$ cat config.mk
export PLATFORM = sky130hd
export DESIGN_NAME = lru_keyed_result_cache
export DESIGN_NICKNAME = d
export VERILOG_FILES = /design/src/hw/rtl/lkrc_pkg.sv /design/src/hw/rtl/lru_keyed_result_cache.sv /design/src/hw/rtl/lkrc_store.sv /design/src/hw/rtl/lkrc_entry_unit.sv
export SDC_FILE = /design/constraint.sdc
export NUM_CORES = 2
export LEC_CHECK = 0
export BUFFER_PORTS_ARGS = -buffer_cell sky130_fd_sc_hd__buf_2
export CORE_MARGIN = 10
export CORE_UTILIZATION = 35
export CTS_BUF_LIST = sky130_fd_sc_hd__clkbuf_16
export DETAILED_ROUTE_END_ITERATION = 16
export GPL_ROUTABILITY_DRIVEN = 1
export GPL_TIMING_DRIVEN = 1
export PLACE_DENSITY_LB_ADDON = 0.12
export SYNTH_ARGS = -nofsm -noshare
export SYNTH_HDL_FRONTEND = slang
export SYNTH_HIERARCHICAL = 1
export SYNTH_SLANG_ARGS = --single-unit
$ cat constraint.sdc
create_clock -name clk -period 8.95 [get_ports clk]
set_input_delay 1.79 -clock clk [delete_from_list [all_inputs] [get_ports clk]]
set_output_delay 1.79 -clock clk [all_outputs]
set_load 0.05 [all_outputs]
$ cat src/hw/rtl/lkrc_pkg.sv
`timescale 1ns / 1ps
// ----------------------------------------------------------------------------
// lkrc_pkg
// Shared types and constants of the keyed LRU result cache.
// ----------------------------------------------------------------------------
package lkrc_pkg;

	localparam int KEY_W  = 64;
	localparam int PORT_W = 8;
	localparam int MODE_W = 2;
	localparam int OCC_W  = 5;
	localparam int CNT_W  = 32;

	// request codes; the fourth code is a no-op
	localparam logic [MODE_W-1:0] MODE_LOOKUP = 2'd0;
	localparam logic [MODE_W-1:0] MODE_INSERT = 2'd1;
	localparam logic [MODE_W-1:0] MODE_CLEAR  = 2'd2;

	typedef enum logic [2:0] {
		ST_IDLE,
		ST_SEARCH,
		ST_UPDATE,
		ST_WRITE,
		ST_DONE
	} state_t;

	typedef enum logic [1:0] {
		OP_SEARCH,
		OP_PROMOTE,
		OP_SHIFT
	} unit_op_t;

	typedef struct packed {
		logic match;
		logic evict;
		logic rank_we;
	} unit_res_t;

endpackage

$ cat src/hw/rtl/lru_keyed_result_cache.sv
`timescale 1ns / 1ps
// ----------------------------------------------------------------------------
// lru_keyed_result_cache
// Fully associative LRU cache keyed by {key, port}, one value word per entry.
// Sequence: clear, no-op or zero capacity go straight to the result; a lookup
//   miss takes one scan, a lookup hit two scans, an insert two scans and a write.
// Throughput: one request at a time; each scan walks the entry memory one
//   entry a cycle through the single shared compare/rank unit.
// Reset: entries invalid, counters zero, capacity 16; no clearing pass.
// ----------------------------------------------------------------------------
module lru_keyed_result_cache
	import lkrc_pkg::*;
#(
	parameter int ENTRIES     = 16,
	parameter int VALUE_WIDTH = 64
) (
	input  logic                   clk,
	input  logic                   arst_n,
	input  logic                   cfg_valid,
	output logic                   cfg_ready,
	input  logic [OCC_W-1:0]       cfg_data,
	input  logic                   in_valid,
	output logic                   in_ready,
	input  logic [MODE_W-1:0]      mode,
	input  logic [KEY_W-1:0]       lookup_key,
	input  logic [PORT_W-1:0]      port_index,
	input  logic [VALUE_WIDTH-1:0] value_in,
	output logic                   out_valid,
	input  logic                   out_ready,
	output logic                   hit,
	output logic [VALUE_WIDTH-1:0] value_out,
	output logic [OCC_W-1:0]       occupancy,
	output logic [CNT_W-1:0]       hit_total,
	output logic [CNT_W-1:0]       miss_total
);

	localparam int AW = (ENTRIES > 1) ? $clog2(ENTRIES) : 1;
	localparam int IW = $clog2(ENTRIES + 1);

	state_t state_q, state_nx;

	logic [OCC_W-1:0]       capacity_q;
	logic [OCC_W-1:0]       cap_eff;
	logic [MODE_W-1:0]      mode_q;
	logic [KEY_W-1:0]       key_q;
	logic [PORT_W-1:0]      port_q;
	logic [VALUE_WIDTH-1:0] value_q;

	logic [ENTRIES-1:0]     valid_q;
	logic [OCC_W-1:0]       count_q;
	logic [CNT_W-1:0]       hit_cnt_q;
	logic [CNT_W-1:0]       miss_cnt_q;

	logic [IW-1:0]          idx_q;
	logic                   vld_s1;
	logic [AW-1:0]          idx_s1;
	logic                   found_q;
	logic                   free_q;
	logic                   need_evict_q;
	logic [AW-1:0]          target_q;
	logic [AW-1:0]          hit_rank_q;
	logic [VALUE_WIDTH-1:0] val_q;

	logic                   out_valid_q;
	logic                   out_hit_q;
	logic [VALUE_WIDTH-1:0] out_value_q;
	logic [OCC_W-1:0]       out_occ_q;

	logic                   accept;
	logic                   scanning;
	logic                   idx_end;
	logic                   scan_end;
	logic                   load_out;
	logic                   hit_any;
	logic                   lookup_hit;

	logic                   rd_en;
	logic [KEY_W-1:0]       rd_key;
	logic [PORT_W-1:0]      rd_port;
	logic [VALUE_WIDTH-1:0] rd_value;
	logic [AW-1:0]          rd_rank;
	logic                   ent_we;
	logic                   rank_we;
	logic [AW-1:0]          wr_addr;
	logic [AW-1:0]          wr_rank;

	unit_op_t               unit_op;
	unit_res_t              unit_res;
	logic [AW-1:0]          unit_rank;

	assign cap_eff    = (32'(capacity_q) > ENTRIES) ? OCC_W'(ENTRIES) : capacity_q;
	assign cfg_ready  = 1'b1;
	assign accept     = in_valid && in_ready;
	assign scanning   = (state_q == ST_SEARCH) || (state_q == ST_UPDATE);
	assign idx_end    = (idx_q == IW'(ENTRIES));
	assign scan_end   = scanning && idx_end && vld_s1;
	assign load_out   = (state_q == ST_DONE) && (!out_valid_q || out_ready);
	assign hit_any    = found_q || (vld_s1 && unit_res.match);
	assign lookup_hit = (mode_q == MODE_LOOKUP) && found_q;

	lkrc_store #(
		.ENTRIES     (ENTRIES),
		.VALUE_WIDTH (VALUE_WIDTH),
		.AW          (AW)
	) u_store (
		.clk      (clk),
		.rd_en    (rd_en),
		.rd_addr  (idx_q[AW-1:0]),
		.rd_key   (rd_key),
		.rd_port  (rd_port),
		.rd_value (rd_value),
		.rd_rank  (rd_rank),
		.ent_we   (ent_we),
		.rank_we  (rank_we),
		.wr_addr  (wr_addr),
		.wr_key   (key_q),
		.wr_port  (port_q),
		.wr_value (value_q),
		.wr_rank  (wr_rank)
	);

	lkrc_entry_unit #(
		.RW (AW)
	) u_unit (
		.op         (unit_op),
		.ent_valid  (valid_q[idx_s1]),
		.ent_key    (rd_key),
		.ent_port   (rd_port),
		.req_key    (key_q),
		.req_port   (port_q),
		.rank       (rd_rank),
		.ref_rank   (hit_rank_q),
		.is_target  (idx_s1 == target_q),
		.need_evict (need_evict_q),
		.evict_from (cap_eff - OCC_W'(1)),
		.res        (unit_res),
		.rank_new   (unit_rank)
	);

	// next state
	always_comb begin
		state_nx = state_q;
		case (state_q)
			ST_IDLE: begin
				if (in_valid) begin
					if (((mode == MODE_LOOKUP) || (mode == MODE_INSERT)) && (cap_eff != '0)) begin
						state_nx = ST_SEARCH;
					end else begin
						state_nx = ST_DONE;
					end
				end
			end
			ST_SEARCH: begin
				if (scan_end) begin
					if (hit_any || (mode_q == MODE_INSERT)) begin
						state_nx = ST_UPDATE;
					end else begin
						state_nx = ST_DONE;
					end
				end
			end
			ST_UPDATE: begin
				if (scan_end) begin
					state_nx = (mode_q == MODE_INSERT) ? ST_WRITE : ST_DONE;
				end
			end
			ST_WRITE: begin
				state_nx = ST_DONE;
			end
			ST_DONE: begin
				if (load_out) begin
					state_nx = ST_IDLE;
				end
			end
			default: begin
				state_nx = ST_IDLE;
			end
		endcase
	end

	// outputs of the sequencer
	always_comb begin
		in_ready = 1'b0;
		rd_en    = 1'b0;
		unit_op  = OP_SEARCH;
		ent_we   = 1'b0;
		rank_we  = 1'b0;
		wr_addr  = idx_s1;
		wr_rank  = unit_rank;
		case (state_q)
			ST_IDLE: begin
				in_ready = 1'b1;
			end
			ST_SEARCH: begin
				rd_en = !idx_end;
			end
			ST_UPDATE: begin
				rd_en   = !idx_end;
				unit_op = found_q ? OP_PROMOTE : OP_SHIFT;
				rank_we = vld_s1 && unit_res.rank_we;
			end
			ST_WRITE: begin
				ent_we  = 1'b1;
				rank_we = 1'b1;
				wr_addr = target_q;
				wr_rank = '0;
			end
			default: begin
				in_ready = 1'b0;
			end
		endcase
	end

	always_ff @(posedge clk or negedge arst_n) begin
		if (!arst_n) begin
			state_q    <= ST_IDLE;
			capacity_q <= OCC_W'(16);
		end else begin
			state_q <= state_nx;
			if (cfg_valid && cfg_ready) begin
				capacity_q <= cfg_data;
			end
		end
	end

	// request capture and scan bookkeeping
	always_ff @(posedge clk or negedge arst_n) begin
		if (!arst_n) begin
			idx_q        <= '0;
			vld_s1       <= 1'b0;
			found_q      <= 1'b0;
			free_q       <= 1'b0;
			need_evict_q <= 1'b0;
			valid_q      <= '0;
			count_q      <= '0;
		end else begin
			if (accept) begin
				found_q <= 1'b0;
				free_q  <= 1'b0;
				if (mode == MODE_CLEAR) begin
					valid_q <= '0;
					count_q <= '0;
				end
			end

			if (scanning && !idx_end) begin
				idx_q  <= idx_q + IW'(1);
				vld_s1 <= 1'b1;
			end else begin
				vld_s1 <= 1'b0;
			end
			if (scan_end || !scanning) begin
				idx_q <= '0;
			end

			if ((state_q == ST_SEARCH) && vld_s1 && unit_res.match) begin
				found_q <= 1'b1;
			end
			if ((state_q == ST_SEARCH) && scan_end) begin
				need_evict_q <= (count_q >= cap_eff);
			end

			if ((state_q == ST_UPDATE) && vld_s1 && !found_q) begin
				if (unit_res.evict) begin
					valid_q[idx_s1] <= 1'b0;
					count_q         <= count_q - OCC_W'(1);
				end
				if (!free_q && (!valid_q[idx_s1] || unit_res.evict)) begin
					free_q <= 1'b1;
				end
			end

			if ((state_q == ST_WRITE) && !found_q) begin
				valid_q[target_q] <= 1'b1;
				count_q           <= count_q + OCC_W'(1);
			end
		end
	end

	always_ff @(posedge clk) begin
		if (accept) begin
			mode_q  <= mode;
			key_q   <= lookup_key;
			port_q  <= port_index;
			value_q <= value_in;
		end
		if (scanning) begin
			idx_s1 <= idx_q[AW-1:0];
		end
		if ((state_q == ST_SEARCH) && vld_s1 && unit_res.match) begin
			target_q   <= idx_s1;
			hit_rank_q <= rd_rank;
			val_q      <= rd_value;
		end
		// first slot that is empty once the old entries have gone
		if ((state_q == ST_UPDATE) && vld_s1 && !found_q && !free_q &&
			(!valid_q[idx_s1] || unit_res.evict)) begin
			target_q <= idx_s1;
		end
		if (load_out) begin
			out_hit_q   <= lookup_hit;
			out_value_q <= lookup_hit ? val_q : '0;
			out_occ_q   <= count_q;
		end
	end

	// result register and saturating counters
	always_ff @(posedge clk or negedge arst_n) begin
		if (!arst_n) begin
			out_valid_q <= 1'b0;
			hit_cnt_q   <= '0;
			miss_cnt_q  <= '0;
		end else begin
			if (load_out) begin
				out_valid_q <= 1'b1;
				if (mode_q == MODE_LOOKUP) begin
					if (found_q) begin
						if (hit_cnt_q != '1) begin
							hit_cnt_q <= hit_cnt_q + CNT_W'(1);
						end
					end else if (miss_cnt_q != '1) begin
						miss_cnt_q <= miss_cnt_q + CNT_W'(1);
					end
				end
			end else if (out_valid_q && out_ready) begin
				out_valid_q <= 1'b0;
			end
		end
	end

	assign out_valid  = out_valid_q;
	assign hit        = out_hit_q;
	assign value_out  = out_value_q;
	assign occupancy  = out_occ_q;
	assign hit_total  = hit_cnt_q;
	assign miss_total = miss_cnt_q;

	a_count_matches_valid: assert property (@(posedge clk) disable iff (!arst_n)
		(state_q == ST_IDLE) |-> ($countones(valid_q) == int'(count_q)))
		else $error("entry count differs from valid bits");

	a_count_bounded: assert property (@(posedge clk) disable iff (!arst_n)
		(state_q == ST_IDLE) |-> (int'(count_q) <= ENTRIES))
		else $error("entry count above number of entries");

	a_shift_only_insert: assert property (@(posedge clk) disable iff (!arst_n)
		((state_q == ST_UPDATE) && !found_q) |-> (mode_q == MODE_INSERT))
		else $error("eviction pass outside an insert");

	a_hit_cnt_monotone: assert property (@(posedge clk) disable iff (!arst_n)
		1'b1 |=> (hit_cnt_q >= $past(hit_cnt_q)))
		else $error("hit counter went backwards");

	a_no_load_while_held: assert property (@(posedge clk) disable iff (!arst_n)
		(out_valid_q && !out_ready && (state_q == ST_DONE)) |=> (state_q == ST_DONE))
		else $error("result dropped while output stalled");

endmodule

$ cat src/hw/rtl/lkrc_store.sv
`timescale 1ns / 1ps
// ----------------------------------------------------------------------------
// lkrc_store
// Entry memory (key, port, value) and recency rank memory. One read address
// shared by both, registered read data, one write address.
// ----------------------------------------------------------------------------
module lkrc_store
	import lkrc_pkg::*;
#(
	parameter int ENTRIES     = 16,
	parameter int VALUE_WIDTH = 64,
	parameter int AW          = 4
) (
	input  logic                   clk,
	input  logic                   rd_en,
	input  logic [AW-1:0]          rd_addr,
	output logic [KEY_W-1:0]       rd_key,
	output logic [PORT_W-1:0]      rd_port,
	output logic [VALUE_WIDTH-1:0] rd_value,
	output logic [AW-1:0]          rd_rank,
	input  logic                   ent_we,
	input  logic                   rank_we,
	input  logic [AW-1:0]          wr_addr,
	input  logic [KEY_W-1:0]       wr_key,
	input  logic [PORT_W-1:0]      wr_port,
	input  logic [VALUE_WIDTH-1:0] wr_value,
	input  logic [AW-1:0]          wr_rank
);

	localparam int EW = KEY_W + PORT_W + VALUE_WIDTH;

	logic [EW-1:0] ent_mem [ENTRIES];
	logic [AW-1:0] rank_mem [ENTRIES];
	logic [EW-1:0] ent_rd_q;
	logic [AW-1:0] rank_rd_q;

	always_ff @(posedge clk) begin
		if (ent_we) begin
			ent_mem[wr_addr] <= {wr_key, wr_port, wr_value};
		end
		if (rank_we) begin
			rank_mem[wr_addr] <= wr_rank;
		end
	end

	always_ff @(posedge clk) begin
		if (rd_en) begin
			ent_rd_q  <= ent_mem[rd_addr];
			rank_rd_q <= rank_mem[rd_addr];
		end
	end

	assign rd_key   = ent_rd_q[EW-1 -: KEY_W];
	assign rd_port  = ent_rd_q[VALUE_WIDTH +: PORT_W];
	assign rd_value = ent_rd_q[VALUE_WIDTH-1:0];
	assign rd_rank  = rank_rd_q;

endmodule

$ cat src/hw/rtl/lkrc_entry_unit.sv
`timescale 1ns / 1ps
// ----------------------------------------------------------------------------
// lkrc_entry_unit
// Per-entry compare and rank unit, reused for every entry of every scan.
// ----------------------------------------------------------------------------
module lkrc_entry_unit
	import lkrc_pkg::*;
#(
	parameter int RW = 4
) (
	input  unit_op_t          op,
	input  logic              ent_valid,
	input  logic [KEY_W-1:0]  ent_key,
	input  logic [PORT_W-1:0] ent_port,
	input  logic [KEY_W-1:0]  req_key,
	input  logic [PORT_W-1:0] req_port,
	input  logic [RW-1:0]     rank,
	input  logic [RW-1:0]     ref_rank,
	input  logic              is_target,
	input  logic              need_evict,
	input  logic [OCC_W-1:0]  evict_from,
	output unit_res_t         res,
	output logic [RW-1:0]     rank_new
);

	localparam int CW = (RW > OCC_W) ? RW : OCC_W;

	logic old_enough;

	assign old_enough = CW'(rank) >= CW'(evict_from);

	always_comb begin
		res      = '0;
		rank_new = rank + RW'(1);
		case (op)
			OP_SEARCH: begin
				res.match = ent_valid && (ent_key == req_key) && (ent_port == req_port);
			end
			OP_PROMOTE: begin
				if (is_target) begin
					res.rank_we = 1'b1;
					rank_new    = '0;
				end else if (ent_valid && (rank < ref_rank)) begin
					res.rank_we = 1'b1;
				end
			end
			OP_SHIFT: begin
				// ranks at or past capacity-1 go when an eviction is needed; the rest age by one
				if (ent_valid && need_evict && old_enough) begin
					res.evict = 1'b1;
				end else if (ent_valid) begin
					res.rank_we = 1'b1;
				end
			end
			default: begin
				res = '0;
			end
		endcase
	end

endmodule

## Word-level counts from Yosys, hierarchy flattened

Memories as Yosys holds them, arrays and structs flattened. A register that Yosys moved wholly into a read port is not among the register bits.
Cells that the tools add are included.
Widths: inputs -> output; s select.

- $add $sub $neg: 7
- Magnitude comparators: 8
- Equality and inequality tests: 19
- Multiplexer cells: 59
- Bitwise operators: 4
- Reductions and logical operators: 52

Operator list:

| operator | number |
|---|---|
| $mux 16 | 5 |
| $add 32x1->32 const B | 2 |
| $eq 64x64->1 | 1 |
| $ne 32x32->1 const B | 2 |
| $mux 5 | 8 |
| $logic_and 1x1->1 | 26 |
| $mux 1 | 25 |
| $mux 4 | 6 |
| $mux 3 | 7 |
| $and 16x16->16 | 1 |
| $not 16->16 | 1 |
| $or 16x16->16 | 1 |
| $pmux 3 s5 | 1 |
| $reduce_and 4->1 | 3 |
| $add 5x1->5 const B | 2 |
| $lt 4x5->1 const B | 2 |
| $sub 5x1->5 const B | 2 |
| $demux 1 s4 | 2 |
| $eq 8x8->1 | 1 |
| $ge 4x1->1 const B | 2 |
| $ne 2x2->1 const B | 4 |
| $reduce_bool 2->1 | 4 |
| $logic_or 1x1->1 | 7 |
| $eq 2x1->1 const B | 3 |
| other kinds (20) | 31 |

- Register bits after elaboration: 387
- Memory bits (writable): 2,240
- Output and inout bits: 137
- Memories kept: 2

Memories:

| memory | words | width | read ports | clocked after Yosys merged registers in | write ports | RTL line | text |
|---|---|---|---|---|---|---|---|
| u_store.ent_mem | 16 | 136 | 1 | 1 | 1 | lkrc_store.sv:32 | `logic [EW-1:0] ent_mem [ENTRIES];` |
| u_store.rank_mem | 16 | 4 | 1 | 1 | 1 | lkrc_store.sv:33 | `logic [AW-1:0] rank_mem [ENTRIES];` |

## Logic depth before layout (Yosys ltp)

- Word-level depth: 11
- Gate-level depth with buffers: 14
- Gate-level depth less buffers: 14

## Hierarchy

The synthesis kept the hierarchy.

By module, submodules not included:

| module | times used | cells each | area each (µm²) | sequential area each (µm²) |
|---|---|---|---|---|
| lkrc_store | 1 | 3,743 | 88,915.3 | 71,468.5 |
| lru_keyed_result_cache | 1 | 906 | 14,571.5 | 11,106.9 |
| lkrc_entry_unit | 1 | 156 | 1,148.6 | 0.0 |

## Least setup slack after synthesis

Ideal clock, no wire load.

- Kind: flip-flop to flip-flop
- Start: register state_q[1]
- End: register vld_s1
- Setup time: 0.769 ns
- Arrival time: 7.462 ns
- Path slack: 0.719 ns
- Stages on the path, launching flop included: 5
- Path through: dfrtp_1 clkbuf_1 nand2b_1 a21oi_1 nor2b_1

- Longest elaborated chain between the ends: 4
- Elaborated cells between the ends (all ways): 5
- Those cells by class: eq/ne: 2; mux: 1; reduce/logical: 2

RTL lines:

| element | RTL line | text |
|---|---|---|
| start: declaration | lru_keyed_result_cache.sv:40 | `state_t state_q, state_nx;` |
| start signal: assignment | lru_keyed_result_cache.sv:219 | `state_q <= state_nx;` |
| $eq 3x1->1 / $eq 3x2->1 (equally long branches) | lru_keyed_result_cache.sv:94 | `assign scanning = (state_q == ST_SEARCH) \|\| (state_q == ST_UPDATE);` |
| $logic_or 1x1->1 (*) | lru_keyed_result_cache.sv:94 |  |
| via scanning | lru_keyed_result_cache.sv:70 | `logic scanning;` |
| $logic_and 1x1->1 (*) | lru_keyed_result_cache.sv:246 | `if (scanning && !idx_end) begin` |
| $mux 1 (*) | lru_keyed_result_cache.sv:246 |  |
| end signal: assignment | lru_keyed_result_cache.sv:230 | `vld_s1 <= 1'b0;` |
| end signal: assignment | lru_keyed_result_cache.sv:248 | `vld_s1 <= 1'b1;` |
| end signal: assignment | lru_keyed_result_cache.sv:250 | `vld_s1 <= 1'b0;` |
| end: declaration | lru_keyed_result_cache.sv:55 | `logic vld_s1;` |

The timed path passes the listed nets; every way through them passes the cells marked *.
A chain may end at the register's enable or synchronous reset.

==> metrics.md <==
| Metric | Value |
|---|---|
| Outcome | `completed` |
| Port Buffers | `283` |
| CTS Buf Count | `308` |
| Tcrit/Tclk final | `57.1%` |
| R2r worst-path depth | `10` |
| Routed vias | `49800` |
| H-tree depth | `5` |
| Number of enable flip-flop cells after synthesis | `2664` |
| Count of boundary I/O pins | `285` |
| Final worst clock skew | `0.0556 ns` |
| Clk_lat worst skew | `0.92 ns` |
| Layout cell share with drive strength beyond 1 | `23.4%` |
| Initial cell density of the core | `35.2%` |
| Layout area overhead | `15.2%` |
| GRT Residual Overflow | `0` |
| Nets@finish | `5440` |
| Core area | `297000 um2` |
| Crit-path max FO | `38` |
| Initial drt markers | `4224` |
| # setup viols final | `0` |
| WP data required | `9.49 ns` |
| Slew at the pin closest to its max-slew limit | `1.23 ns` |
| DRC Markers | `0` |
| Critical path startpoint category | `flip-flop` |
| Clk pin slew, worst setup/hold paths | `0.06 ns` |
| Total Routed Length | `279000 um` |
| Syn avg cell area | `21.8 um2` |
| Gate Count Post-Synth | `4805` |
| Clock root cell | `clkbuf_16` |
| Post-synthesis async set-or-reset flop share | `3.72%` |
| Yosys cell types | `77` |
| Vias in the first global route | `51700` |
| Cts hold-fix bufs | `0` |
| CTS max path bufs | `4` |
| Total track usage | `16.9%` |
| Die footprint | `321000 um2` |
| Initial antenna violation count | `32` |
| Finished Layout Cells | `9446` |
| RSZ-0062 raised after global routing | `no` |
| Post-cts resize count | `0` |
| Commonest non-fill, non-tap cells in the layout | `edfxtp_1, mux4_2, clkbuf_16` |
| PD cells | `275 nW/um2` |
| Internal reg-to-reg setup slack | `3.84 ns` |
| Drt via density | `5.28` |
| Total power | `33.1 mW` |
| Relative slew margins | `17.7%` |
| Seq/Total Area, Yosys | `78.9%` |
| CTS tree | `done` |
| Syn Nets | `4977` |
| Ys flop type | `edfxtp_1` |
| Drt first pass iters | `6` |
| Fill count | `26300` |
| Peak supply drop | `0.158 mV` |
| Achievable Freq | `196 MHz` |
| FF+latch count, synth | `2767` |
| Dpl hpwl | `143000 um` |
| Final Instance Area | `121000 um2` |
| Fin. max-slew vios | `0` |
| Commonest non-fill, non-tap cell in the layout | `edfxtp_1` |
| Clock tree sinks | `2767` |
| Avg WL per Cell | `29.5 um` |
| Sum Neg Setup Slack | `0 ns` |
| Core Util, Final | `40.5%` |
| Die X | `567 um` |
| Cells after DPL | `8897` |
| Min-Delay Path Depth | `0` |
| Post-CTS Setup Inserts | `0` |
| Largest net degree at the start of global routing | `98` |
| GP Congestion | `0.721` |
| Tmin final | `5.11 ns` |
| Die Y | `567 um` |
| Max Cap Viol | `0` |
| Placed cell area | `111000 um2` |
| Critical Setup Path Class | `flip-flop to flip-flop` |
| Routed Antenna Nets | `0` |
| Post-Syn Area | `105000 um2` |
| Rows | `200` |
| CP endpoint kind | `flip-flop` |
| Worst path arrival time | `5.65 ns` |
| First-pass GRT wire length | `397000 um` |
| Leak pwr | `38.5 nW` |
| Hold WC Path Type | `flip-flop to flip-flop` |
| Synth Warn # | `6` |
| Fin. Hold Viols | `0` |
==> stage by stage <==
| step | hold WS [ns] | setup slack [ns] |
|---|---|---|
| after global placement | 0.401 | 3.86 |
| after floorplan | 0.400 | 0.719 |
| final | 0.404 | 3.84 |
| after CTS | 0.400 | 3.80 |
| after detailed placement | 0.405 | 3.81 |
| after global routing | 0.413 | 3.58 |
==> cell usage after synthesis (6+ instances only) <==
| master | number | area share (%) |
|---|---|---|
| edfxtp_1 | 2664 | 76 |
| mux4_2 | 428 | 9.2 |
| a22oi_1 | 234 | 1.7 |
| nand2_1 | 185 | 0.66 |
| mux2i_1 | 124 | 1.2 |
| dfrtp_1 | 102 | 2.4 |
| clkbuf_1 | 89 | 0.32 |
| mux4_1 | 83 | 2.1 |
| xnor2_1 | 80 | 0.67 |
| and2_1 | 74 | 0.44 |
| nor2_1 | 73 | 0.26 |
| buf_2 | 62 | 0.30 |
| xor2_1 | 52 | 0.44 |
| a21oi_1 | 48 | 0.23 |
| nand4_1 | 42 | 0.25 |
| nand3_1 | 41 | 0.20 |
| inv_1 | 40 | 0.14 |
| buf_6 | 31 | 0.33 |
| buf_4 | 30 | 0.22 |
| nor2b_1 | 28 | 0.17 |
| o22ai_1 | 28 | 0.17 |
| o211ai_1 | 25 | 0.18 |
| a211oi_1 | 24 | 0.17 |
| ha_1 | 24 | 0.29 |
| nor3_1 | 18 | 0.086 |
| a32o_1 | 16 | 0.15 |
| and3_1 | 13 | 0.078 |
| nand2b_1 | 13 | 0.078 |
| o21ai_0 | 13 | 0.062 |
| nor4_1 | 11 | 0.066 |
| and4_1 | 9 | 0.075 |
| nor3b_1 | 8 | 0.057 |
| buf_8 | 7 | 0.10 |
| buf_1 | 6 | 0.022 |
| mux2_2 | 6 | 0.065 |
==> final timing paths <==
path                                           start            end
min in group asynchronous                     arst_n  miss_total[3]
worst min-delay path            u_store/ent_rd_q[58]      val_q[58]
worst min register to register  u_store/ent_rd_q[58]      val_q[58]
max in group asynchronous                     arst_n       idx_q[1]
worst max register to register             idx_s1[0]      val_q[39]
worst max-delay path                       idx_s1[0]      val_q[39]
==> where the power goes <==
group / total [mW] / internal (mW) / switching (mW) / leakage, nW
registers: 16.3 / 15.5 / 0.801 / 25.5
logic: 4.71 / 1.99 / 2.72 / 8.04
clock network: 12.1 / 6.95 / 5.17 / 4.98
total: 33.1 / 24.4 / 8.69 / 38.5
==> routing by layer <==
| metal | vias up | track usage [%] | part of all wire [%] |
|---|---|---|---|
| met5 | - | 0 | 0.024 |
| met4 | 12 | 3.28 | 1.7 |
| met3 | 359 | 2.59 | 4.7 |
| met2 | 1207 | 26.9 | 47 |
| met1 | 27300 | 24.7 | 47 |
| li1 | 21000 | - | - |
==> logic make-up after synthesis <==
| kind of cell | count (synthesis) | share of synthesized area (%) |
|---|---|---|
| DFF | 2767 | 78.9 |
| muxes | 642 | 12.6 |
| and+or+nand+nor | 551 | 2.74 |
| AOI/OAI and AO/OA | 419 | 2.90 |
| buffers and inverters | 269 | 1.48 |
| xor gates and xnor gates | 132 | 1.10 |
| adders and majority gates | 24 | 0.287 |
| other | 1 | 0.00358 |
==> sequential cells by signal, indices dropped and copies added (netlist names), 8 cells and up <==
| signal | count |
|---|---|
| u_store/ent_mem | 2176 |
| hit_total | 32 |
| val_q | 64 |
| u_store/rank_mem | 64 |
| valid_q | 16 |
| value_q | 64 |
| value_out | 64 |
| key_q | 64 |
| u_store/ent_rd_q | 136 |
| miss_total | 32 |
| port_q | 8 |
==> layout make-up <==
type / instances / area [um2] / share of cell area [%]
Sequential cell: 2767 / 82600 / 68.5
Multi-Input combinational cell: 1769 / 20700 / 17.2
Clock buffer: 313 / 7830 / 6.50
Tap cell: 3939 / 4930 / 4.09
Timing Repair Buffer: 382 / 2420 / 2.01
Clock inverter: 229 / 1820 / 1.51
Inverter: 40 / 158 / 0.131
Antenna cell: 7 / 17.5 / 0.0145
==> worst max-delay path, stage by stage, from the launching register on <==
cell and delay (ns):
edfxtp_1 0.61, mux4_2 0.43, mux2i_1 0.09, mux2i_1 0.65, o211ai_1 0.32, nor4_1 0.32, nand4_1 0.14, nor4_2 0.80
buf_4 0.25, and3_4 0.65, buf_4 0.43
Note: power is estimated with default switching activity, not from simulation.
